==> src/hw/rtl/fcfs_schedule_metrics_unit_defines.svh <==
// Assertion macros used by the scheduler back end.
// Depends on nothing; the files that use the macros must have clk and rst_n in scope.
`ifndef FCFS_SCHEDULE_METRICS_UNIT_DEFINES_SVH
`define FCFS_SCHEDULE_METRICS_UNIT_DEFINES_SVH

// Same-cycle implication, disabled during reset.
`define FCFS_SM_ASSERT_NOW(label, ante, cons) \
    label: assert property (@(posedge clk) disable iff (!rst_n) (ante) |-> (cons)) \
        else $error("scheduler assertion failed");

// Next-cycle implication, disabled during reset.
`define FCFS_SM_ASSERT_NEXT(label, ante, cons) \
    label: assert property (@(posedge clk) disable iff (!rst_n) (ante) |=> (cons)) \
        else $error("scheduler assertion failed");

`endif

==> src/hw/rtl/fcfs_sm_pkg.sv <==
// Shared types and constants of the FCFS schedule metrics unit.
// Depends on nothing; the front, queue, back and top files refer to it by scoped names.
package fcfs_sm_pkg;

    localparam int unsigned QUEUE_DEPTH = 2;

    typedef struct packed {
        logic [15:0] arrival_time;
        logic [15:0] burst_time;
        logic        last_item;
    } proc_item_t;

    typedef struct packed {
        logic [4:0]  process_number;
        logic [15:0] arrival_out;
        logic [15:0] burst_out;
        logic [20:0] completion_time;
        logic [19:0] turnaround_time;
        logic [19:0] waiting_time;
        logic [19:0] average_turnaround;
        logic [19:0] average_waiting;
        logic        dropped;
        logic        last_result;
    } result_item_t;

    // Classified record passed from front to back.
    typedef struct packed {
        logic [15:0] arrival;
        logic [15:0] burst;
        logic        keep;
        logic        last;
        logic        ovf;
    } q_rec_t;

    typedef struct packed {
        logic full;
        logic empty;
    } q_stat_t;

    typedef enum logic [3:0] {
        ST_LOAD,
        ST_SUM,
        ST_FIN,
        ST_TSUM,
        ST_WSUM,
        ST_DSTART,
        ST_DIV,
        ST_CALC,
        ST_EMIT
    } back_state_t;

endpackage

==> src/hw/rtl/fcfs_sm_queue.sv <==
// Short FIFO between front and back so each side stalls on its own.
// Depends on fcfs_sm_pkg for depth and status types.
module fcfs_sm_queue (
    input  logic                 clk,
    input  logic                 rst_n,
    input  logic                 push,
    input  fcfs_sm_pkg::q_rec_t  wr_data,
    input  logic                 pop,
    output fcfs_sm_pkg::q_rec_t  rd_data,
    output fcfs_sm_pkg::q_stat_t stat
);
    localparam int unsigned QW = $clog2(fcfs_sm_pkg::QUEUE_DEPTH);

    fcfs_sm_pkg::q_rec_t mem_reg [fcfs_sm_pkg::QUEUE_DEPTH];
    logic [QW-1:0] wr_ptr_reg, wr_ptr_next;
    logic [QW-1:0] rd_ptr_reg, rd_ptr_next;
    logic [QW:0]   fill_reg, fill_next;
    logic          do_push, do_pop;

    assign stat.full  = fill_reg == (QW+1)'(fcfs_sm_pkg::QUEUE_DEPTH);
    assign stat.empty = fill_reg == '0;
    assign do_push    = push && !stat.full;
    assign do_pop     = pop && !stat.empty;
    assign rd_data    = mem_reg[rd_ptr_reg];

    always_comb
    begin
        wr_ptr_next = do_push ? wr_ptr_reg + QW'(1) : wr_ptr_reg;
        rd_ptr_next = do_pop ? rd_ptr_reg + QW'(1) : rd_ptr_reg;
        fill_next   = fill_reg;
        if (do_push && !do_pop)
        begin
            fill_next = fill_reg + (QW+1)'(1);
        end
        else if (do_pop && !do_push)
        begin
            fill_next = fill_reg - (QW+1)'(1);
        end
    end

    always_ff @(posedge clk)
    begin
        if (do_push)
        begin
            mem_reg[wr_ptr_reg] <= wr_data;
        end
    end

    always_ff @(posedge clk or negedge rst_n)
    begin
        if (!rst_n)
        begin
            wr_ptr_reg <= '0;
            rd_ptr_reg <= '0;
            fill_reg   <= '0;
        end
        else
        begin
            wr_ptr_reg <= wr_ptr_next;
            rd_ptr_reg <= rd_ptr_next;
            fill_reg   <= fill_next;
        end
    end
endmodule

==> config.mk <==
export PLATFORM = sky130hd
export DESIGN_NAME = fcfs_sm_queue
export DESIGN_NICKNAME = d
export VERILOG_FILES = /design/src/hw/rtl/fcfs_schedule_metrics_unit_defines.svh /design/src/hw/rtl/fcfs_sm_pkg.sv /design/src/hw/rtl/fcfs_sm_queue.sv
export SDC_FILE = /design/constraint.sdc
export NUM_CORES = 1
export LEC_CHECK = 0
export ABC_AREA = 1
export BUFFER_PORTS_ARGS = -buffer_cell sky130_fd_sc_hd__buf_2
export CAP_MARGIN = 10
export CORE_MARGIN = 2
export CORE_UTILIZATION = 51
export CTS_CLUSTER_SIZE = 24
export DETAILED_ROUTE_END_ITERATION = 6
export GPL_ROUTABILITY_DRIVEN = 0
export MAX_ROUTING_LAYER = met4
export PLACE_DENSITY = 0.78
export SLEW_MARGIN = 20
export SYNTH_ARGS = -nofsm -noshare
export SYNTH_HDL_FRONTEND = slang
export SYNTH_SLANG_ARGS = --single-unit
==> constraint.sdc <==
create_clock -name clk -period 3.4 [get_ports clk]
set_input_delay 0 -clock clk [delete_from_list [all_inputs] [get_ports clk]]
set_output_delay 0 -clock clk [all_outputs]
set_load 0.01 [all_outputs]
# Word-level counts from Yosys, hierarchy flattened
# Memories as Yosys holds them, arrays and structs flattened.
# Cells that the tools add are included.
word_totals:
  reg_bits: 4
  ramBits: 70
  input_bits: 39
  output_inout_bits: 37
  elab_cells: 23
  mem_count: 1
memory_table:
  columns: ["name", "depth", "width", "rd", "rd_clocked_by_memory_dff", "wr", "line_no", "source"]
  rows:
  - ["mem_reg", 2, 35, 1, 0, 1, "fcfs_sm_queue.sv:14", "fcfs_sm_pkg::q_rec_t mem_reg [fcfs_sm_pkg::QUEUE_DEPTH];"]
op_classes:
  n_addsub: 4
  n_eq_ne: 1
  n_mux: 4
  n_reduce_logical: 10
ops:
  columns: ["operator", "count"]
  rows:
  - ["logical AND 1 bit", 4]
  - ["logical NOT 1 bit", 4]
  - ["two-way mux 2 bit", 2]
  - ["adder 1 bit, second input constant", 2]
  - ["adder 2 x 1 -> 2 bit, second input constant", 1]
  - ["equality test 2 bit, second input constant", 1]
  - ["logical NOT 2 bit", 1]
  - ["two-way mux 1 bit", 2]
  - ["nonzero test 2 bit", 1]
  - ["subtractor 2 x 1 -> 2 bit, second input constant", 1]

# Depth between registers and ports, before layout
# Gate-level depths: netlist (run 1).
logic_depth:
  ltp_word: 7
  ltp_mapped: 9

# Least setup slack after synthesis (run 1)
# No wires, ideal clock.
synth_path:
  path_kind: "register to register"
  from: "register fill_reg[1]"
  to: "memory mem_reg[1][0] (netlist name) (enable)"
  setup_ps: 427
  arrival_time_ps: 2065
  required_time_ps: 2973
  path_slack_ps: 908
  stages_incl_launch_ff: 4
  synth_period_minus_slack_ps: 2492
  cell_sequence: "dfrtp_1 -> inv_1 -> o21ai_0 -> nor2_1"
synth_via:
  elab_chain_cells: 5
synth_lines:
  columns: ["item", "line_no", "source"]
  rows:
  - ["start: declaration", "fcfs_sm_queue.sv:17", "logic [QW:0] fill_reg, fill_next;"]
  - ["start signal: assignment", "fcfs_sm_queue.sv:61", "fill_reg <= fill_next;"]
  - ["equality test 2 bit", "fcfs_sm_queue.sv:20", "assign stat.full = fill_reg == (QW+1)'(fcfs_sm_pkg::QUEUE_DEPTH);"]
  - ["logical NOT 1 bit", "fcfs_sm_queue.sv:22", "assign do_push = push && !stat.full;"]
  - ["logical AND 1 bit", "fcfs_sm_queue.sv:22", null]
  - ["two-way mux 1 bit", "fcfs_sm_queue.sv:43", "if (do_push)"]
  - ["two-way mux 1 bit (not written as such)", "fcfs_sm_queue.sv:45", "mem_reg[wr_ptr_reg] <= wr_data;"]
  - ["end: declaration", "fcfs_sm_queue.sv:14", null]
# No other way between the ends.

# Worst setup path in the final report (run 1)
layout_path:
  from: "register fill_reg[1]"
  to: "memory mem_reg[1][13] (netlist name) (enable)"
# Same word-level chain as after synthesis.

==> results of run 1 <==
cells by family (layout without fill, tap and decap cells):
group / after synthesis / count (layout) / share of synthesized area [%]
and+or+nand+nor: 121 / 121 / 16.79
DFF: 74 / 74 / 79.21
buffers and inverters: 15 / 139 / 2.881
AOI/OAI and AO/OA: 2 / 2 / 0.3601
adders and majority gates: 1 / 1 / 0.4500
xor gates and xnor gates: 1 / 1 / 0.3151
final cells by class:
| cell class | count | area share [%] |
|---|---|---|
| clock buffers | 13 | 3.931 |
| inverters | 8 | 0.8589 |
| well taps | 70 | 2.313 |
| multi-input cells | 125 | 13.35 |
| flip-flops and latches | 74 | 58.14 |
| clock inverters | 3 | 1.057 |
| repair buffers | 115 | 20.35 |
critical path, cell delays in order, from the launching register on:
cell and delay (ns):
dfrtp_1 0.42, inv_1 0.12, o21ai_0 0.17, nor2_4 0.79
power by group:
part	leakage [nW]	internal (W)	switching [W]
Clock	0.0974	0.000357	0.000295
Sequential	0.699	0.00125	0.0000635
Combinational	0.873	0.000343	0.000653
Total	1.67	0.00195	0.00101
stage by stage:
stage	hold slack [ns]	cells
after floorplan	-0.2956	214
after global placement	-0.1923	354
after detailed placement	-0.1893	354
after CTS	0.007365	408
after global routing	0.03802	408
final	0.01593	408
metal layers:
metal / track usage, % / vias to the layer above / wire length, um / part of all wire [%]
li1: - / 950 / - / -
met1: 21.53 / 883 / 2120 / 39
met2: 36.72 / 74 / 2934 / 53
met3: 4.302 / 19 / 257 / 4.7
met4: 12.32 / 0 / 191 / 3.5
met5: - / - / 0 / 0
how the worst max path moves through the flow:
| stage | from | depth (start not counted) | slack, ns | end |
|---|---|---|---|---|
| after detailed placement | fill_reg[0] | 2 | 1.52 | mem_reg[1][0] |
| after floorplan | fill_reg[1] | 3 | 0.91 | mem_reg[1][0] |
| after global routing | fill_reg[1] | 3 | 1.37 | mem_reg[1][10] |
| final | fill_reg[1] | 3 | 1.52 | mem_reg[1][13] |
| after CTS | fill_reg[0] | 2 | 1.52 | mem_reg[1][5] |
| after global placement | fill_reg[1] | 3 | 1.59 | mem_reg[1][15] |
cells in the final DEF, fill, tap and decap left out:
master / count
buf_4: 2
nor2_1: 1
edfxtp_1: 70
ha_1: 1
clkbuf_1: 3
dfrtp_1: 4
inv_1: 7
buf_2: 75
nor2_2: 2
nand4_1: 1
clkinv_2: 2
dlygate4sd3_1: 38
xnor2_1: 1
nand3_1: 1
clkbuf_8: 10
nand2_1: 114
o21ai_0: 2
bufinv_16: 1
inv_4: 1
nor2_4: 1
nand3b_1: 1
==> impl_metrics.csv, run 1 <==
group,metric,value,unit
timing,finalCritPeriodShare,55.44,%
synth,ys_ff_latch,74,
cts,cts.sinks,74,
synth,synth_warnings,0,
synth,synth_cells,214,
route,wl,5.502,mm
power,power_density,781.3,mW/mm2
placement,hpwl,2.981,mm
timing,min_period,1.885,ns
global_route,grt_pass1_wl,8.983,mm
setup_path,rrSetupSlack,1.52,ns
global_route,grt_usage,20.91,%
min_path,hold_path_depth,5,
route,vias,1926,
timing,fin_tns_setup,0,ns
floorplan,die_w,77.83,um
final_layout,antennaDiodeCount,0,
timing,fin_ws,1.515,ns
synth,netlist_top_cells_count,"114 x nand2_1, 70 x edfxtp_1, 7 x inv_1",
min_path,hp-class,"in2reg",
floorplan,core.rowCount,26,
floorplan,core-area,0.005172,mm2
setup_path,crit_arrival,1.85,ns
floorplan,fp.dieH,77.83,um
setup_path,reg2reg_from,"fill_reg[1]",
placement,place_area,0.003218,mm2
setup_path,crit-reg2reg-capture,"mem_reg[1][13]",
synth,synth_top_cell_by_area,"edfxtp_1",
cts,cts_buffers,9,
synth,ys_seq_area_share,79.21,%
final_layout,syn2layout_area_growth,36.23,%
cts,cts_setup_buffers,0,
cts,cts_hold_buf,38,
synth,syn_area,0.002780,mm2
final_layout,drive_gt1_share,27.81,%
timing,worst_pin_slew,0.9794,ns
min_path,hold_start,"push",
synth,synthArstFlopShare,5.405,%
route,wl_per_cell,13.49,um
setup_path,rr_worst_depth,3,
route,ant_nets,0,
final_layout,n_fill_cell,340,
final_layout,multi_input_area,505.5,um2
global_route,grt_start_max_net_pins,37,
final_layout,ff_latch_area,0.002202,mm2
flow_run,drv_cap,0,
final_layout,largest_reg_flops,70,
setup_path,startpoint_type,"register",
cts,clk_pin_slew,0.07,ns
cts,htreeDepth,3,
setup_path,cp-end-kind,"register",
cts,clk_path_buf_depth,2,
synth,synthFlopType,"edfxtp_1",
synth,synth_most_common_cell,"nand2_1",
synth,yosys.area.top_type_share,75.61,%
setup_path,path_class,"reg2reg",
global_route,antenna_found_initial,0,
min_path,min_to,"wr_ptr_reg",
cts,clock-root-buffer,"clkbuf_8",
setup_path,path_max_fanout,35,
synth,synth_edf_count,70,
timing,fin_skew,0.003283,ns
final_layout,fin_util,73.22,%
synth,synthTopCellsByArea,"edfxtp_1 76%, nand2_1 15%, dfrtp_1 3.6%, buf_4 1.4%, inv_1 0.95%",
final_layout,nets,373,
global_route,grt_pass1_vias,2017,
route,dr.pass1.iters,4,
cts,cts_tree,"built",
placement,pre_cts_slack,1.524,ns
floorplan,die-area,0.006058,mm2
timing,setup_viol,0,
synth,syn_nets,254,
final_layout,fin_area,0.003787,mm2
floorplan,start_util,53.75,%
route,drtIter0Drc,90,
power,power,0.002959,W
power,p_leak,1.669,nW
global_route,grt-ovfl-total,0,
route,viasPerCell,4.721,
setup_path,required,3.37,ns
cts,clock_latency,0.34,ns
floorplan,io_pins,76,
placement,place.port_buffers,75,
power,irDropWorstVdd,0.0005634,V
synth,syn_area_per_cell,12.99,um2
timing,rsz0062_at_grt,"no",
route,drc,0,
outcome,status,"completed",
timing,slew_headroom,34.55,%
synth,ys_types,15,
timing,drv_slew,0,
timing,fmax,530.5,MHz
timing,report.final.hold_viol_count,0,
cts,cts_resized,0,
No activity file was read; power rests on OpenSTA's default activity.
==> run 2: changes to the inputs <==
==> constraint.sdc (replaced) <==
create_clock -name clk -period 1.9 [get_ports clk]
set_input_delay 0 -clock clk [delete_from_list [all_inputs] [get_ports clk]]
set_output_delay 0 -clock clk [all_outputs]
set_load 0.01 [all_outputs]
==> impl_metrics.csv, run 2 (synthesis results as in run 1) <==
group,metric,value,unit
outcome,status,"completed",
global_route,grt-ovfl-total,0,
setup_path,crit_arrival,1.55,ns
placement,pre_cts_slack,0.3775,ns
setup_path,rrSetupSlack,0.35,ns
route,ant_nets,0,
route,viasPerCell,4.714,
min_path,min_to,"wr_ptr_reg",
power,power_density,1355,mW/mm2
min_path,hp-class,"in2reg",
global_route,grt_pass1_wl,8.583,mm
floorplan,core.rowCount,26,
final_layout,syn2layout_area_growth,36.00,%
route,wl,5.350,mm
timing,finalCritPeriodShare,81.53,%
min_path,hold_start,"push",
flow_run,drv_cap,0,
placement,place.port_buffers,75,
route,wl_per_cell,12.99,um
setup_path,startpoint_type,"register",
power,irDropWorstVdd,0.0009941,V
power,swShare,34.87,%
timing,fin_skew,0.005586,ns
setup_path,cp-end-kind,"register",
final_layout,antennaDiodeCount,0,
cts,htreeDepth,3,
floorplan,fp.dieH,77.83,um
floorplan,die_w,77.83,um
cts,clock-root-buffer,"clkbuf_8",
power,power.internal,0.003337,W
setup_path,path_max_fanout,26,
route,dr.pass1.iters,4,
cts,cts.sinks,74,
cts,clock_latency,0.33,ns
setup_path,reg2reg_from,"fill_reg[1]",
power,power.switching,0.001786,W
placement,hpwl,3.083,mm
route,vias,1942,
floorplan,start_util,53.75,%
setup_path,path_class,"reg2reg",
cts,cts_tree,"built",
setup_path,crit-reg2reg-capture,"mem_reg[1][31]",
cts,cts_buffers,9,
timing,report.final.hold_viol_count,0,
timing,fmax,645.6,MHz
timing,worst_pin_slew,0.4620,ns
power,p_leak,1.672,nW
timing,slew_headroom,68.87,%
setup_path,crit_slowest_cell,"dfrtp_1",
floorplan,core-area,0.005172,mm2
setup_path,required,1.90,ns
power,p_comb_share,35.6,%
timing,fin_tns_setup,0,ns
timing,fin_ws,0.3509,ns
power,seqPwrFrac,45.8,%
route,drc,0,
final_layout,nets,377,
min_path,hold_path_depth,5,
global_route,grt_start_max_net_pins,37,
final_layout,n_fill_cell,325,
floorplan,io_pins,76,
cts,clk_pin_slew,0.07,ns
floorplan,die-area,0.006058,mm2
setup_path,path_cells,"inv_1 > o21ai_0 > nor2_4 > buf_4",
final_layout,drive_gt1_share,28.07,%
timing,min_period,1.549,ns
cts,clk_path_buf_depth,2,
timing,setup_viol,0,
timing,rsz0062_at_grt,"no",
final_layout,largest_reg_flops,70,
power,power,0.005123,W
global_route,grt_pass1_vias,1940,
final_layout,final_common_cell,"nand2_1",
global_route,grt_usage,20.01,%
route,drtIter0Drc,86,
global_route,antenna_found_initial,0,
power,p_clk_share,18.6,%
final_layout,final_cell_mix,"114 x nand2_1, 75 x buf_2, 70 x edfxtp_1",
setup_path,rr_worst_depth,4,
setup_path,cp_slowest_stage_delay,0.41,ns
timing,drv_slew,0,
-- run 2: changes by cell type in the layout (fill, tap and decap cells not counted) --
cell	delta
clkbuf_1	-1
clkbuf_8	-1
clkinv_1	+3
buf_4	+4
bufinv_16	-1
-- run 2: final cells by class --
cell class	instances	area (um2)	area share, %
sequential	74	2202	58.24
clock inverter	5	21.27	0.5625
clock buffer	11	131.4	3.475
tap	70	87.58	2.316
timing repair buffer	119	800.8	21.18
inverter	8	32.53	0.8604
multi-input combinational	125	505.5	13.37
-- run 2: critical path, delay by kind of cell, from the launching register on --
family,cells,cell delay [ns]
buffers and inverters,2,0.47
flip-flops,1,0.41
AO/OA/AOI/OAI,1,0.18
AND/OR/NAND/NOR,1,0.14
-- run 2: power by group through the flow --
stage / Clock, W / Combinational (W) / Sequential [W]
after global placement: 0 / 0.00171 / 0.00236
after floorplan: 0 / 0.00111 / 0.00235
final: 0.000954 / 0.00182 / 0.00235
after detailed placement: 0 / 0.00175 / 0.00238
after CTS: 0.000985 / 0.00182 / 0.00234
after global routing: 0.00105 / 0.00205 / 0.00238
-- run 2: worst max-delay path by stage --
stage                     start             end  cells past startpoint
floorplan           fill_reg[1]   mem_reg[0][0]                      5
global placement    fill_reg[1]  mem_reg[1][14]                      4
detailed placement  fill_reg[1]  mem_reg[1][24]                      4
CTS                 fill_reg[1]   mem_reg[1][9]                      4
global route        fill_reg[1]  mem_reg[1][31]                      4
finish              fill_reg[1]  mem_reg[1][31]                      4
-- run 2: timing repair --
action | in CTS | in global routing
gates resized for setup | 0 | 0
hold buffers | 38 | 0
setup buffers | 0 | 0
endpoints found under the hold margin | 75 | 0
-- run 2: layer usage --
layer	GRT usage, %	routed length [um]	up-vias
li1	-	-	956
met4	13.39	145	0
met5	-	0	-
met2	33.62	2954	62
met3	5.465	243	14
met1	20.34	2006	910
-- run 2: through the flow --
stage,utilization [%],cell area [um2],hold slack (ns),instances
floorplan,-,2788,-0.2956,214
global placement,62.80,3248,-0.1894,358
detailed placement,62.80,3248,-0.1888,358
CTS,73.10,3781,0.01313,412
global route,73.10,3781,0.07008,412
finish,73.10,3781,0.04189,412
