**src/hw/rtl/fcfs_schedule_metrics_unit_defines.svh**
```systemverilog
// Assertion macros used by the scheduler back end.
// Depends on nothing; the files that use the macros must have clk and rst_n in scope.
`ifndef FCFS_SCHEDULE_METRICS_UNIT_DEFINES_SVH
`define FCFS_SCHEDULE_METRICS_UNIT_DEFINES_SVH

// Same-cycle implication, disabled during reset.
`define FCFS_SM_ASSERT_NOW(label, ante, cons) \
    label: assert property (@(posedge clk) disable iff (!rst_n) (ante) |-> (cons)) \
        else $error("scheduler assertion failed");

// Next-cycle implication, disabled during reset.
`define FCFS_SM_ASSERT_NEXT(label, ante, cons) \
    label: assert property (@(posedge clk) disable iff (!rst_n) (ante) |=> (cons)) \
        else $error("scheduler assertion failed");

`endif

```
**src/hw/rtl/fcfs_sm_pkg.sv**
```systemverilog
// Shared types and constants of the FCFS schedule metrics unit.
// Depends on nothing; the front, queue, back and top files refer to it by scoped names.
package fcfs_sm_pkg;

    localparam int unsigned QUEUE_DEPTH = 2;

    typedef struct packed {
        logic [15:0] arrival_time;
        logic [15:0] burst_time;
        logic        last_item;
    } proc_item_t;

    typedef struct packed {
        logic [4:0]  process_number;
        logic [15:0] arrival_out;
        logic [15:0] burst_out;
        logic [20:0] completion_time;
        logic [19:0] turnaround_time;
        logic [19:0] waiting_time;
        logic [19:0] average_turnaround;
        logic [19:0] average_waiting;
        logic        dropped;
        logic        last_result;
    } result_item_t;

    // Classified record passed from front to back.
    typedef struct packed {
        logic [15:0] arrival;
        logic [15:0] burst;
        logic        keep;
        logic        last;
        logic        ovf;
    } q_rec_t;

    typedef struct packed {
        logic full;
        logic empty;
    } q_stat_t;

    typedef enum logic [3:0] {
        ST_LOAD,
        ST_SUM,
        ST_FIN,
        ST_TSUM,
        ST_WSUM,
        ST_DSTART,
        ST_DIV,
        ST_CALC,
        ST_EMIT
    } back_state_t;

endpackage

```
**src/hw/rtl/fcfs_sm_chan_if.sv**
```systemverilog
// Valid/ready channel interface carrying one payload struct.
// Depends on fcfs_sm_pkg for the payload types used by its instances.
interface fcfs_sm_chan_if #(parameter type T = logic);
    logic valid;
    logic ready;
    T     data;

    modport source (output valid, output data, input ready);
    modport sink (input valid, input data, output ready);
endinterface

```
**src/hw/rtl/fcfs_sm_div.sv**
```systemverilog
// Restoring divider, one quotient bit per cycle.
// Depends on nothing but its parameters.
module fcfs_sm_div #(
    parameter int unsigned DW = 27,
    parameter int unsigned VW = 5
) (
    input  logic          clk,
    input  logic          rst_n,
    input  logic          start,
    input  logic [DW-1:0] dividend,
    input  logic [VW-1:0] divisor,
    output logic          done,
    output logic [DW-1:0] quotient
);
    localparam int unsigned CNW = $clog2(DW + 1);

    logic [VW-1:0]  rem_reg, rem_next;
    logic [DW-1:0]  quo_reg, quo_next;
    logic [VW-1:0]  dvs_reg, dvs_next;
    logic [CNW-1:0] cnt_reg, cnt_next;
    logic           busy_reg, busy_next;
    logic           done_reg, done_next;
    logic [VW:0]    trial;
    logic           ge;

    assign trial    = {rem_reg, quo_reg[DW-1]};
    assign ge       = trial >= {1'b0, dvs_reg};
    assign done     = done_reg;
    assign quotient = quo_reg;

    always_comb
    begin
        rem_next  = rem_reg;
        quo_next  = quo_reg;
        dvs_next  = dvs_reg;
        cnt_next  = cnt_reg;
        busy_next = busy_reg;
        done_next = 1'b0;
        if (start)
        begin
            rem_next  = '0;
            quo_next  = dividend;
            dvs_next  = divisor;
            cnt_next  = CNW'(DW);
            busy_next = 1'b1;
        end
        else if (busy_reg)
        begin
            rem_next = ge ? VW'(trial - {1'b0, dvs_reg}) : VW'(trial);
            quo_next = {quo_reg[DW-2:0], ge};
            cnt_next = cnt_reg - CNW'(1);
            if (cnt_reg == CNW'(1))
            begin
                busy_next = 1'b0;
                done_next = 1'b1;
            end
        end
    end

    always_ff @(posedge clk)
    begin
        rem_reg <= rem_next;
        quo_reg <= quo_next;
        dvs_reg <= dvs_next;
    end

    always_ff @(posedge clk or negedge rst_n)
    begin
        if (!rst_n)
        begin
            cnt_reg  <= '0;
            busy_reg <= 1'b0;
            done_reg <= 1'b0;
        end
        else
        begin
            cnt_reg  <= cnt_next;
            busy_reg <= busy_next;
            done_reg <= done_next;
        end
    end
endmodule

```
**src/hw/rtl/fcfs_sm_back.sv**
```systemverilog
// Back end: sorted insertion row, schedule passes, averages and result register.
// Depends on fcfs_sm_pkg, fcfs_sm_chan_if, fcfs_sm_div and the defines header.
`include "fcfs_schedule_metrics_unit_defines.svh"

module fcfs_sm_back #(
    parameter int unsigned MAX_PROCS = 16
) (
    input  logic                 clk,
    input  logic                 rst_n,
    input  fcfs_sm_pkg::q_stat_t q_stat,
    input  fcfs_sm_pkg::q_rec_t  head,
    output logic                 pop,
    fcfs_sm_chan_if.source       result
);
    localparam int unsigned NW  = $clog2(MAX_PROCS + 1);
    localparam int unsigned IW  = (MAX_PROCS > 1) ? $clog2(MAX_PROCS) : 1;
    localparam int unsigned CW  = (16 + NW > 22) ? 16 + NW : 22;
    localparam int unsigned SW  = CW + NW;
    localparam int unsigned XW  = (IW + 1 > 5) ? IW + 1 : 5;

    fcfs_sm_pkg::back_state_t state_reg, state_next;

    // sorted row of processes, ascending arrival, stable
    logic [15:0]          cell_a_reg [MAX_PROCS];
    logic [15:0]          cell_b_reg [MAX_PROCS];
    logic [IW-1:0]        cell_i_reg [MAX_PROCS];
    logic [15:0]          cell_a_next [MAX_PROCS];
    logic [15:0]          cell_b_next [MAX_PROCS];
    logic [IW-1:0]        cell_i_next [MAX_PROCS];
    logic [MAX_PROCS-1:0] valid_reg, valid_next;
    logic [MAX_PROCS-1:0] ins;

    logic [NW-1:0] n_reg, n_next;
    logic [NW-1:0] cnt_reg, cnt_next;
    logic          ovf_reg, ovf_next;
    logic [CW-1:0] prev_reg, prev_next;
    logic [SW-1:0] sum_c_reg, sum_c_next;
    logic [SW-1:0] sum_a_reg, sum_a_next;
    logic [SW-1:0] sum_b_reg, sum_b_next;
    logic [19:0]   avg_t_reg, avg_t_next;
    logic [19:0]   avg_w_reg, avg_w_next;
    logic [15:0]   stg_a_reg, stg_a_next;
    logic [15:0]   stg_b_reg, stg_b_next;
    logic [IW-1:0] stg_i_reg, stg_i_next;
    logic          stg_last_reg, stg_last_next;

    logic                       out_valid_reg, out_valid_next;
    fcfs_sm_pkg::result_item_t  out_data_reg, out_data_next;

    logic          rotate;
    logic          insert;
    logic          clear;
    logic          div_start;
    logic          div_t_done;
    logic          div_w_done;
    logic [SW-1:0] quo_t;
    logic [SW-1:0] quo_w;
    logic [CW-1:0] head_a;
    logic [CW-1:0] start_t;
    logic [CW-1:0] comp;
    logic [CW-1:0] tat;
    logic [CW-1:0] wt;
    logic [XW-1:0] pnum;
    logic          out_free;

    assign pop      = (state_reg == fcfs_sm_pkg::ST_LOAD) && !q_stat.empty;
    assign insert   = pop && head.keep;
    assign out_free = !out_valid_reg || result.ready;

    assign result.valid = out_valid_reg;
    assign result.data  = out_data_reg;

    // one schedule step on the row head
    assign head_a  = CW'(cell_a_reg[0]);
    assign start_t = (prev_reg > head_a) ? prev_reg : head_a;
    assign comp    = start_t + CW'(cell_b_reg[0]);

    assign tat  = prev_reg - CW'(stg_a_reg);
    assign wt   = tat - CW'(stg_b_reg);
    assign pnum = XW'(stg_i_reg) + XW'(1);

    fcfs_sm_div #(.DW(SW), .VW(NW)) u_div_t (
        .clk      (clk),
        .rst_n    (rst_n),
        .start    (div_start),
        .dividend (sum_c_reg),
        .divisor  (n_reg),
        .done     (div_t_done),
        .quotient (quo_t)
    );

    fcfs_sm_div #(.DW(SW), .VW(NW)) u_div_w (
        .clk      (clk),
        .rst_n    (rst_n),
        .start    (div_start),
        .dividend (sum_a_reg),
        .divisor  (n_reg),
        .done     (div_w_done),
        .quotient (quo_w)
    );

    // row update: insert, rotate or clear
    always_comb
    begin
        for (int j = 0; j < MAX_PROCS; j++)
        begin
            ins[j] = !valid_reg[j] || (cell_a_reg[j] > head.arrival);
        end
        for (int j = 0; j < MAX_PROCS; j++)
        begin
            cell_a_next[j] = cell_a_reg[j];
            cell_b_next[j] = cell_b_reg[j];
            cell_i_next[j] = cell_i_reg[j];
            valid_next[j]  = valid_reg[j];
            if (clear)
            begin
                valid_next[j] = 1'b0;
            end
            else if (insert)
            begin
                if (ins[j])
                begin
                    if (j > 0 && ins[(j > 0) ? j - 1 : 0])
                    begin
                        cell_a_next[j] = cell_a_reg[(j > 0) ? j - 1 : 0];
                        cell_b_next[j] = cell_b_reg[(j > 0) ? j - 1 : 0];
                        cell_i_next[j] = cell_i_reg[(j > 0) ? j - 1 : 0];
                    end
                    else
                    begin
                        cell_a_next[j] = head.arrival;
                        cell_b_next[j] = head.burst;
                        cell_i_next[j] = IW'(n_reg);
                    end
                end
                valid_next[j] = valid_reg[j] || (j == 0) || valid_reg[(j > 0) ? j - 1 : 0];
            end
            else if (rotate)
            begin
                if (NW'(j + 1) < n_reg)
                begin
                    cell_a_next[j] = cell_a_reg[(j < MAX_PROCS - 1) ? j + 1 : j];
                    cell_b_next[j] = cell_b_reg[(j < MAX_PROCS - 1) ? j + 1 : j];
                    cell_i_next[j] = cell_i_reg[(j < MAX_PROCS - 1) ? j + 1 : j];
                end
                else if (NW'(j + 1) == n_reg)
                begin
                    cell_a_next[j] = cell_a_reg[0];
                    cell_b_next[j] = cell_b_reg[0];
                    cell_i_next[j] = cell_i_reg[0];
                end
            end
        end
    end

    // sequencer
    always_comb
    begin
        state_next     = state_reg;
        n_next         = n_reg;
        cnt_next       = cnt_reg;
        ovf_next       = ovf_reg;
        prev_next      = prev_reg;
        sum_c_next     = sum_c_reg;
        sum_a_next     = sum_a_reg;
        sum_b_next     = sum_b_reg;
        avg_t_next     = avg_t_reg;
        avg_w_next     = avg_w_reg;
        stg_a_next     = stg_a_reg;
        stg_b_next     = stg_b_reg;
        stg_i_next     = stg_i_reg;
        stg_last_next  = stg_last_reg;
        out_valid_next = out_valid_reg;
        out_data_next  = out_data_reg;
        rotate         = 1'b0;
        clear          = 1'b0;
        div_start      = 1'b0;

        if (out_valid_reg && result.ready)
        begin
            out_valid_next = 1'b0;
        end

        unique case (state_reg)
            fcfs_sm_pkg::ST_LOAD:
            begin
                if (pop)
                begin
                    if (head.keep)
                    begin
                        n_next = n_reg + NW'(1);
                    end
                    if (head.last)
                    begin
                        ovf_next   = head.ovf;
                        cnt_next   = '0;
                        prev_next  = '0;
                        sum_c_next = '0;
                        sum_a_next = '0;
                        sum_b_next = '0;
                        state_next = fcfs_sm_pkg::ST_SUM;
                    end
                end
            end
            fcfs_sm_pkg::ST_SUM:
            begin
                // sum_c lags one step behind the completion chain
                if (cnt_reg < n_reg)
                begin
                    rotate     = 1'b1;
                    prev_next  = comp;
                    sum_c_next = sum_c_reg + SW'(prev_reg);
                    sum_a_next = sum_a_reg + SW'(cell_a_reg[0]);
                    sum_b_next = sum_b_reg + SW'(cell_b_reg[0]);
                    cnt_next   = cnt_reg + NW'(1);
                end
                else
                begin
                    state_next = fcfs_sm_pkg::ST_FIN;
                end
            end
            fcfs_sm_pkg::ST_FIN:
            begin
                sum_c_next = sum_c_reg + SW'(prev_reg);
                state_next = fcfs_sm_pkg::ST_TSUM;
            end
            fcfs_sm_pkg::ST_TSUM:
            begin
                // turnaround sum
                sum_c_next = sum_c_reg - sum_a_reg;
                state_next = fcfs_sm_pkg::ST_WSUM;
            end
            fcfs_sm_pkg::ST_WSUM:
            begin
                // waiting sum
                sum_a_next = sum_c_reg - sum_b_reg;
                state_next = fcfs_sm_pkg::ST_DSTART;
            end
            fcfs_sm_pkg::ST_DSTART:
            begin
                div_start  = 1'b1;
                state_next = fcfs_sm_pkg::ST_DIV;
            end
            fcfs_sm_pkg::ST_DIV:
            begin
                if (div_t_done && div_w_done)
                begin
                    avg_t_next = quo_t[19:0];
                    avg_w_next = quo_w[19:0];
                    cnt_next   = '0;
                    prev_next  = '0;
                    state_next = fcfs_sm_pkg::ST_CALC;
                end
            end
            fcfs_sm_pkg::ST_CALC:
            begin
                rotate        = 1'b1;
                prev_next     = comp;
                stg_a_next    = cell_a_reg[0];
                stg_b_next    = cell_b_reg[0];
                stg_i_next    = cell_i_reg[0];
                stg_last_next = (cnt_reg + NW'(1)) == n_reg;
                cnt_next      = cnt_reg + NW'(1);
                state_next    = fcfs_sm_pkg::ST_EMIT;
            end
            fcfs_sm_pkg::ST_EMIT:
            begin
                if (out_free)
                begin
                    out_valid_next                    = 1'b1;
                    out_data_next.process_number      = pnum[4:0];
                    out_data_next.arrival_out         = stg_a_reg;
                    out_data_next.burst_out           = stg_b_reg;
                    out_data_next.completion_time     = prev_reg[20:0];
                    out_data_next.turnaround_time     = tat[19:0];
                    out_data_next.waiting_time        = wt[19:0];
                    out_data_next.average_turnaround  = avg_t_reg;
                    out_data_next.average_waiting     = avg_w_reg;
                    out_data_next.dropped             = ovf_reg;
                    out_data_next.last_result         = stg_last_reg;
                    if (stg_last_reg)
                    begin
                        clear      = 1'b1;
                        n_next     = '0;
                        state_next = fcfs_sm_pkg::ST_LOAD;
                    end
                    else
                    begin
                        state_next = fcfs_sm_pkg::ST_CALC;
                    end
                end
            end
            default:
            begin
                state_next = fcfs_sm_pkg::ST_LOAD;
            end
        endcase
    end

    always_ff @(posedge clk)
    begin
        for (int j = 0; j < MAX_PROCS; j++)
        begin
            cell_a_reg[j] <= cell_a_next[j];
            cell_b_reg[j] <= cell_b_next[j];
            cell_i_reg[j] <= cell_i_next[j];
        end
        prev_reg     <= prev_next;
        sum_c_reg    <= sum_c_next;
        sum_a_reg    <= sum_a_next;
        sum_b_reg    <= sum_b_next;
        avg_t_reg    <= avg_t_next;
        avg_w_reg    <= avg_w_next;
        stg_a_reg    <= stg_a_next;
        stg_b_reg    <= stg_b_next;
        stg_i_reg    <= stg_i_next;
        stg_last_reg <= stg_last_next;
        out_data_reg <= out_data_next;
    end

    always_ff @(posedge clk or negedge rst_n)
    begin
        if (!rst_n)
        begin
            state_reg     <= fcfs_sm_pkg::ST_LOAD;
            valid_reg     <= '0;
            n_reg         <= '0;
            cnt_reg       <= '0;
            ovf_reg       <= 1'b0;
            out_valid_reg <= 1'b0;
        end
        else
        begin
            state_reg     <= state_next;
            valid_reg     <= valid_next;
            n_reg         <= n_next;
            cnt_reg       <= cnt_next;
            ovf_reg       <= ovf_next;
            out_valid_reg <= out_valid_next;
        end
    end

    `FCFS_SM_ASSERT_NOW(a_fill_bound, 1'b1, n_reg <= NW'(MAX_PROCS))
    `FCFS_SM_ASSERT_NOW(a_row_matches_count, 1'b1, $countones(valid_reg) == int'(n_reg))
    `FCFS_SM_ASSERT_NOW(a_run_not_empty, state_reg == fcfs_sm_pkg::ST_SUM, n_reg != '0)
    `FCFS_SM_ASSERT_NOW(a_calc_in_range, state_reg == fcfs_sm_pkg::ST_CALC, cnt_reg < n_reg)
    `FCFS_SM_ASSERT_NEXT(a_div_follows, state_reg == fcfs_sm_pkg::ST_DSTART,
        state_reg == fcfs_sm_pkg::ST_DIV)
endmodule

```
**src/flat_wrapper.sv**
```systemverilog
// flat-port wrapper written by rule: the top's interface ports become plain ports
module fcfs_sm_back_flat 
#(
    parameter int unsigned MAX_PROCS = 16
)
  (clk, rst_n, q_stat, head, pop, result_valid, result_data, result_ready);
  fcfs_sm_chan_if result_i ();
  input  logic clk;
  input  logic rst_n;
  input  fcfs_sm_pkg::q_stat_t q_stat;
  input  fcfs_sm_pkg::q_rec_t head;
  output logic pop;
  output wire logic [$bits(result_i.valid)-1:0] result_valid;
  output wire logic [$bits(result_i.data)-1:0] result_data;
  input wire logic [$bits(result_i.ready)-1:0] result_ready;
  assign result_valid = result_i.valid;
  assign result_data = result_i.data;
  assign result_i.ready = result_ready;
  fcfs_sm_back #(.MAX_PROCS(MAX_PROCS)) u_core (.clk(clk), .rst_n(rst_n), .q_stat(q_stat), .head(head), .pop(pop), .result(result_i));
endmodule
```
**config.mk**
```make
export PLATFORM = sky130hd
export DESIGN_NAME = fcfs_sm_back_flat
export DESIGN_NICKNAME = d
export VERILOG_FILES = /design/src/hw/rtl/fcfs_sm_pkg.sv /design/src/hw/rtl/fcfs_sm_chan_if.sv /design/src/hw/rtl/fcfs_sm_div.sv /design/src/hw/rtl/fcfs_sm_back.sv /design/src/flat_wrapper.sv
export VERILOG_INCLUDE_DIRS = /design/src /design/src/hw/rtl
export SDC_FILE = /design/constraint.sdc
export NUM_CORES = 1
export LEC_CHECK = 0
export BUFFER_PORTS_ARGS = -buffer_cell sky130_fd_sc_hd__buf_2
export CAP_MARGIN = 25
export CORE_ASPECT_RATIO = 1.5
export CORE_MARGIN = 5
export CORE_UTILIZATION = 40
export DETAILED_ROUTE_END_ITERATION = 8
export PLACE_DENSITY = 0.66
export REMOVE_ABC_BUFFERS = 1
export SETUP_SLACK_MARGIN = 0.4
export SYNTH_ARGS = -nofsm -noshare
export SYNTH_HDL_FRONTEND = slang
export SYNTH_SLANG_ARGS = --single-unit
```
**constraint.sdc**
```tcl
create_clock -name clk -period 2.5 [get_ports clk]
set_input_delay 0.375 -clock clk [delete_from_list [all_inputs] [get_ports clk]]
set_output_delay 0.375 -clock clk [all_outputs]
set_load 0.01 [all_outputs]
```
# After elaboration in Yosys (flattened, before gate mapping)

Index checks and enable logic that the tools add are counted.
Widths: inputs -> output; s select.

$add $sub $neg: 4
Magnitude comparators: 1
Equal/unequal tests: 19
Multiplexer cells: 37
Reductions and logical operators: 15

Operators by type and width:

| kind                | count |
|---|---|
| $mux 5              | 12 |
| $pmux 4 s9          | 1 |
| $mux 4              | 5 |
| $pmux 5 s4          | 1 |
| $eq 4x3->1 const B  | 4 |
| $mux 1              | 16 |
| $reduce_and 5->1    | 3 |
| $add 5x1->5 const B | 2 |
| $eq 5x1->1 const B  | 2 |
| $ne 2x1->1 const B  | 5 |
| $pmux 5 s2          | 1 |
| $sub 5x1->5 const B | 2 |
| $eq 4x2->1 const B  | 2 |
| $ne 2x2->1 const B  | 3 |
| $reduce_bool 2->1   | 3 |
| $eq 5x5->1          | 1 |
| $lt 5x5->1          | 1 |
| $eq 4x1->1 const B  | 1 |
| $eq 4x4->1 const B  | 1 |
| $logic_not 4->1     | 1 |
| $reduce_bool 4->1   | 1 |
| $logic_and 1x1->1   | 3 |
| $mux 3              | 1 |
| $logic_not 1->1     | 2 |
| 2 further kinds     | 2 |

Bits in registers: 31
Input port bits: 40
Logic and storage cells: 88

# Depth between registers and ports, before layout

Word-level depth: 4
Gate-level depth with buffers: 7
Gate-level depth less buffers: 7

# Modules after synthesis

Synthesis repeated with hierarchy kept, for this count alone.

Cell total of the unflattened synthesis: 5115
Area, all modules: 51677.1 µm²

Modules (own cells, without submodules):

| module       | instances | cells each | area an instance (µm²) |
|---|---|---|---|
| fcfs_sm_back | 1         | 4813       | 47545.6 |
| fcfs_sm_div  | 2         | 151        | 2065.7 |

# Worst setup path after synthesis

OpenSTA, ideal clock, no wires.

Path kind: reg-to-reg
Start point: register u_core.cnt_reg[4]
End point: register u_core.cnt_reg[0]
Library setup time: 125 ps
Arrival: 1702 ps
Required time: 2375 ps
Setup slack: 673 ps
Cell stages (with the launch flop): 6
Path buffers: 0
Path through: dfrtp_1 > ha_1 > nand2_1 > o311a_2 > o21ai_4 > mux2_4

Word-level cells in the longest chain between the ends: 3

RTL lines:

| what                              | line                | source |
|---|---|---|
| from (decl)                       | fcfs_sm_back.sv:34  | `logic [NW-1:0] cnt_reg, cnt_next;` |
| from (signal assigned)            | fcfs_sm_back.sv:337 | `cnt_reg <= cnt_next;` |
| $lt 5x5->1                        | fcfs_sm_back.sv:208 | `if (cnt_reg < n_reg)` |
| $ne 2x1->1 (no source line)       | --                  |  |
| $reduce_and 5->1 (no source line) | --                  |  |

Every way passes these cells.
A chain may end at the register's enable or synchronous reset.

# Final worst setup path

Start point: register u_core.state_reg[0]
End point: output port pop

Word-level cells in the longest chain between the ends: 2

RTL lines:

| what                   | line                | source |
|---|---|---|
| from (decl)            | fcfs_sm_back.sv:21  | `fcfs_sm_pkg::back_state_t state_reg, state_next;` |
| from (signal assigned) | fcfs_sm_back.sv:325 | `state_reg <= fcfs_sm_pkg::ST_LOAD;` |
| from (signal assigned) | fcfs_sm_back.sv:334 | `state_reg <= state_next;` |
| $logic_not 4->1        | fcfs_sm_back.sv:66  | `assign pop = (state_reg == fcfs_sm_pkg::ST_LOAD) && !q_stat.empty;` |
| $logic_and 1x1->1      | fcfs_sm_back.sv:66  |  |
| to (decl)              | flat_wrapper.sv:12  | `output logic pop;` |

Every way passes these cells.

==> impl_metrics.tcl <==
set metrics [dict create \
    outcome "complete, no violations" \
    drv_slew 0 \
    comb_power_share 0.443 \
    grtUsageTotal 0.125 \
    hold_class "in2async" \
    diodes 0 \
    required_ns 2.12 \
    final_nets 240 \
    finalClockSkew_ns 0.00975 \
    synthCells 177 \
    crit_path_start_kind "flop" \
    finalNonFillerCells 235 \
    fillers 426 \
    yosys.area.top_type "dfrtp_1" \
    drtPass1Iterations 4 \
    fin_util 0.458 \
    postCtsHoldBufs 0 \
    p_leak_nw 0.898 \
    grt_pass1_wl_microns 5880 \
    synth_area_sq_mm 0.00179 \
    power_w 0.00231 \
    crit_buf_inv 1 \
    insertion_delay_ns 0.28 \
    setup_violations 0 \
    final_antenna_net_count 0 \
    crit_slowest_cell "dfrtp_1" \
    fin_tns_setup_ns 0 \
    antenna_found_initial 0 \
    synthArstFlopShare 0.935 \
    io_pins 43 \
    grt_pass1_vias 1318 \
    synth.area.top_cells "dfrtp_1 (40%), ha_1 (7.7%), xnor2_1 (7.3%)" \
    clkPwrFrac 0.157 \
    ys_ff_latch 31 \
    die_w_microns 64.7 \
    cts_resized 0 \
    rows 29 \
    cp_cell_sequence "or3_1, nor3_2, buf_2" \
    clk_pin_slew_ns 0.07 \
    fin_area_sq_mm 0.00196 \
    wl_per_cell_microns 13.7 \
    synthMostInstantiatedCell "dfrtp_1" \
    grt.overflow.total 0 \
    avgSynthCellArea_sq_um 10.1 \
    seqPwrFrac 0.400 \
    clock_sinks 31 \
    synth.top_cell.area_share 0.404 \
    cts_max_level 2 \
    place_inst 228 \
    cp.arrival_ns 1.60 \
    post_cts_buffers 0 \
    ys_seq_area_frac 0.438 \
    start_util 0.419 \
    dp.final_hpwl_microns 2350 \
    cts-root-buf "clkbuf_8" \
    switchingPower_w 0.000923 \
    period_share 0.788 \
    die_area_sq_mm 0.00595 \
    drv_cap 0 \
    tightest_slew_ns 0.659 \
    globalplace.congestion 0.854 \
    cts_tree "built" \
    yosys_warnings 0 \
    area_delta_synth_final_pct 9.21 \
    crit_type "reg2out" \
    powerDensity_mw_per_mm2 1180 \
    drc_errors 0 \
    ir_worst_vdd_mv 0.721 \
    slowest_delay_ns 0.50 \
    wirelength_microns 3230 \
    fin_crit_ns 1.97 \
    synth_commonest_cells "dfrtp_1 (29), nand2_1 (22), xnor2_1 (15)" \
    power.internal_w 0.00139 \
    drive_gt1_frac 0.159 \
    cp_top_family "simple AND/OR/NAND/NOR gates" \
    core-area_sq_mm 0.00428 \
    swShare 0.400 \
    synth_edf_count 2 \
    ys_types 46 \
    fmax_ghz 0.507 \
    synth_ff_type "dfrtp_1" \
    place_area_sq_mm 0.00188 \
    final-hold-violation-count 0 \
    grt_setup_unrepaired "false" \
    io_buffers 8 \
    grt_max_degree 30 \
    endpoint_kind "primary output" \
    r2r_slack_ns 0.53 \
    cts_buffers 5 \
    avgViaCountPerCell 5.35 \
    num_vias 1258 \
    max_slew_margin 0.561 \
    cp_max_fo 9 \
    drt-initial-drc-count 57 \
    clock_path_buffers 2 \
    die_h_microns 92.0 \
]
-- final timing paths --
path / from / to / cells past startpoint
hold reg to reg: u_core.result.valid$_DFF_PN0_ / u_core.result.valid$_DFF_PN0_ / 2
min in group clk: head[2] / u_core.n_reg[0]$_DFFE_PN0P_ / 3
hold / removal: rst_n / u_core.n_reg[3]$_DFFE_PN0P_ / 1
max in group asynchronous: rst_n / u_core.state_reg[1]$_DFFE_PN0P_ / 1
setup / recovery: u_core.state_reg[0]$_DFFE_PN0P_ / pop / 3
setup reg to reg: u_core.n_reg[2]$_DFFE_PN0P_ / u_core.cnt_reg[4]$_DFFE_PN0P_ / 6
-- worst reg2reg max path, stage by stage (launching register included) --
cell     delay (ns)
dfrtp_1        0.41
inv_1          0.09
ha_1           0.28
nor2_1         0.03
o311a_2        0.44
o21ai_4        0.28
mux2_4         0.33
-- per-stage QoR --
stage               setup WS [ns]  hold WS, ns
global placement            0.561        0.443
finish                      0.529        0.125
floorplan                   0.673       0.0794
global route                0.436        0.176
detailed placement          0.558        0.443
CTS                         0.426        0.142
-- cell type report --
cell class	count	area, sq um	share of cell area
tap	46	57.6	0.0294
timing repair buffer	9	47.5	0.0243
multi-input combinational	126	932	0.476
sequential	31	786	0.401
inverter	16	60.1	0.0307
clock buffer	7	76.3	0.0390
-- power by group through the flow --
stage          sequential [W]  combinational (W)  clock, W
5_1_grt              0.000952            0.00118  0.000404
3_3_place_gp         0.000924            0.00101         0
2_1_floorplan        0.000881           0.000849         0
6_report             0.000923            0.00102  0.000362
3_5_place_dp         0.000926            0.00104         0
4_1_cts              0.000919            0.00104  0.000375
-- layer usage --
metal	GRT usage	vias to the layer above	wire, microns
li1	-	632	-
met1	0.139	608	1400
met2	0.216	14	1730
met3	0.0355	4	76
met4	0.0600	0	29
met5	0	-	0
-- cell families (layout without fill, tap and decap cells) --
logic type | count (synthesis) | after routing | synth area share
simple gates | 65 | 65 | 0.190
xor+xnor | 18 | 18 | 0.0879
fa+ha+maj | 11 | 11 | 0.0767
flops | 31 | 31 | 0.438
mux | 6 | 6 | 0.0453
compound gates | 26 | 26 | 0.117
buf+inv | 20 | 32 | 0.0453
-- placed cells by master, fill, tap and decap left out, types with 4 or more instances in the layout --
master	count
ha_1	11
clkbuf_8	5
nor2_1	10
o21ai_0	6
dfrtp_1	29
and3_1	4
nand3_1	5
nand2_1	22
mux2_4	4
inv_1	14
xnor2_1	15
buf_2	8
a21oi_1	4
(Power assumes the default switching activity.)
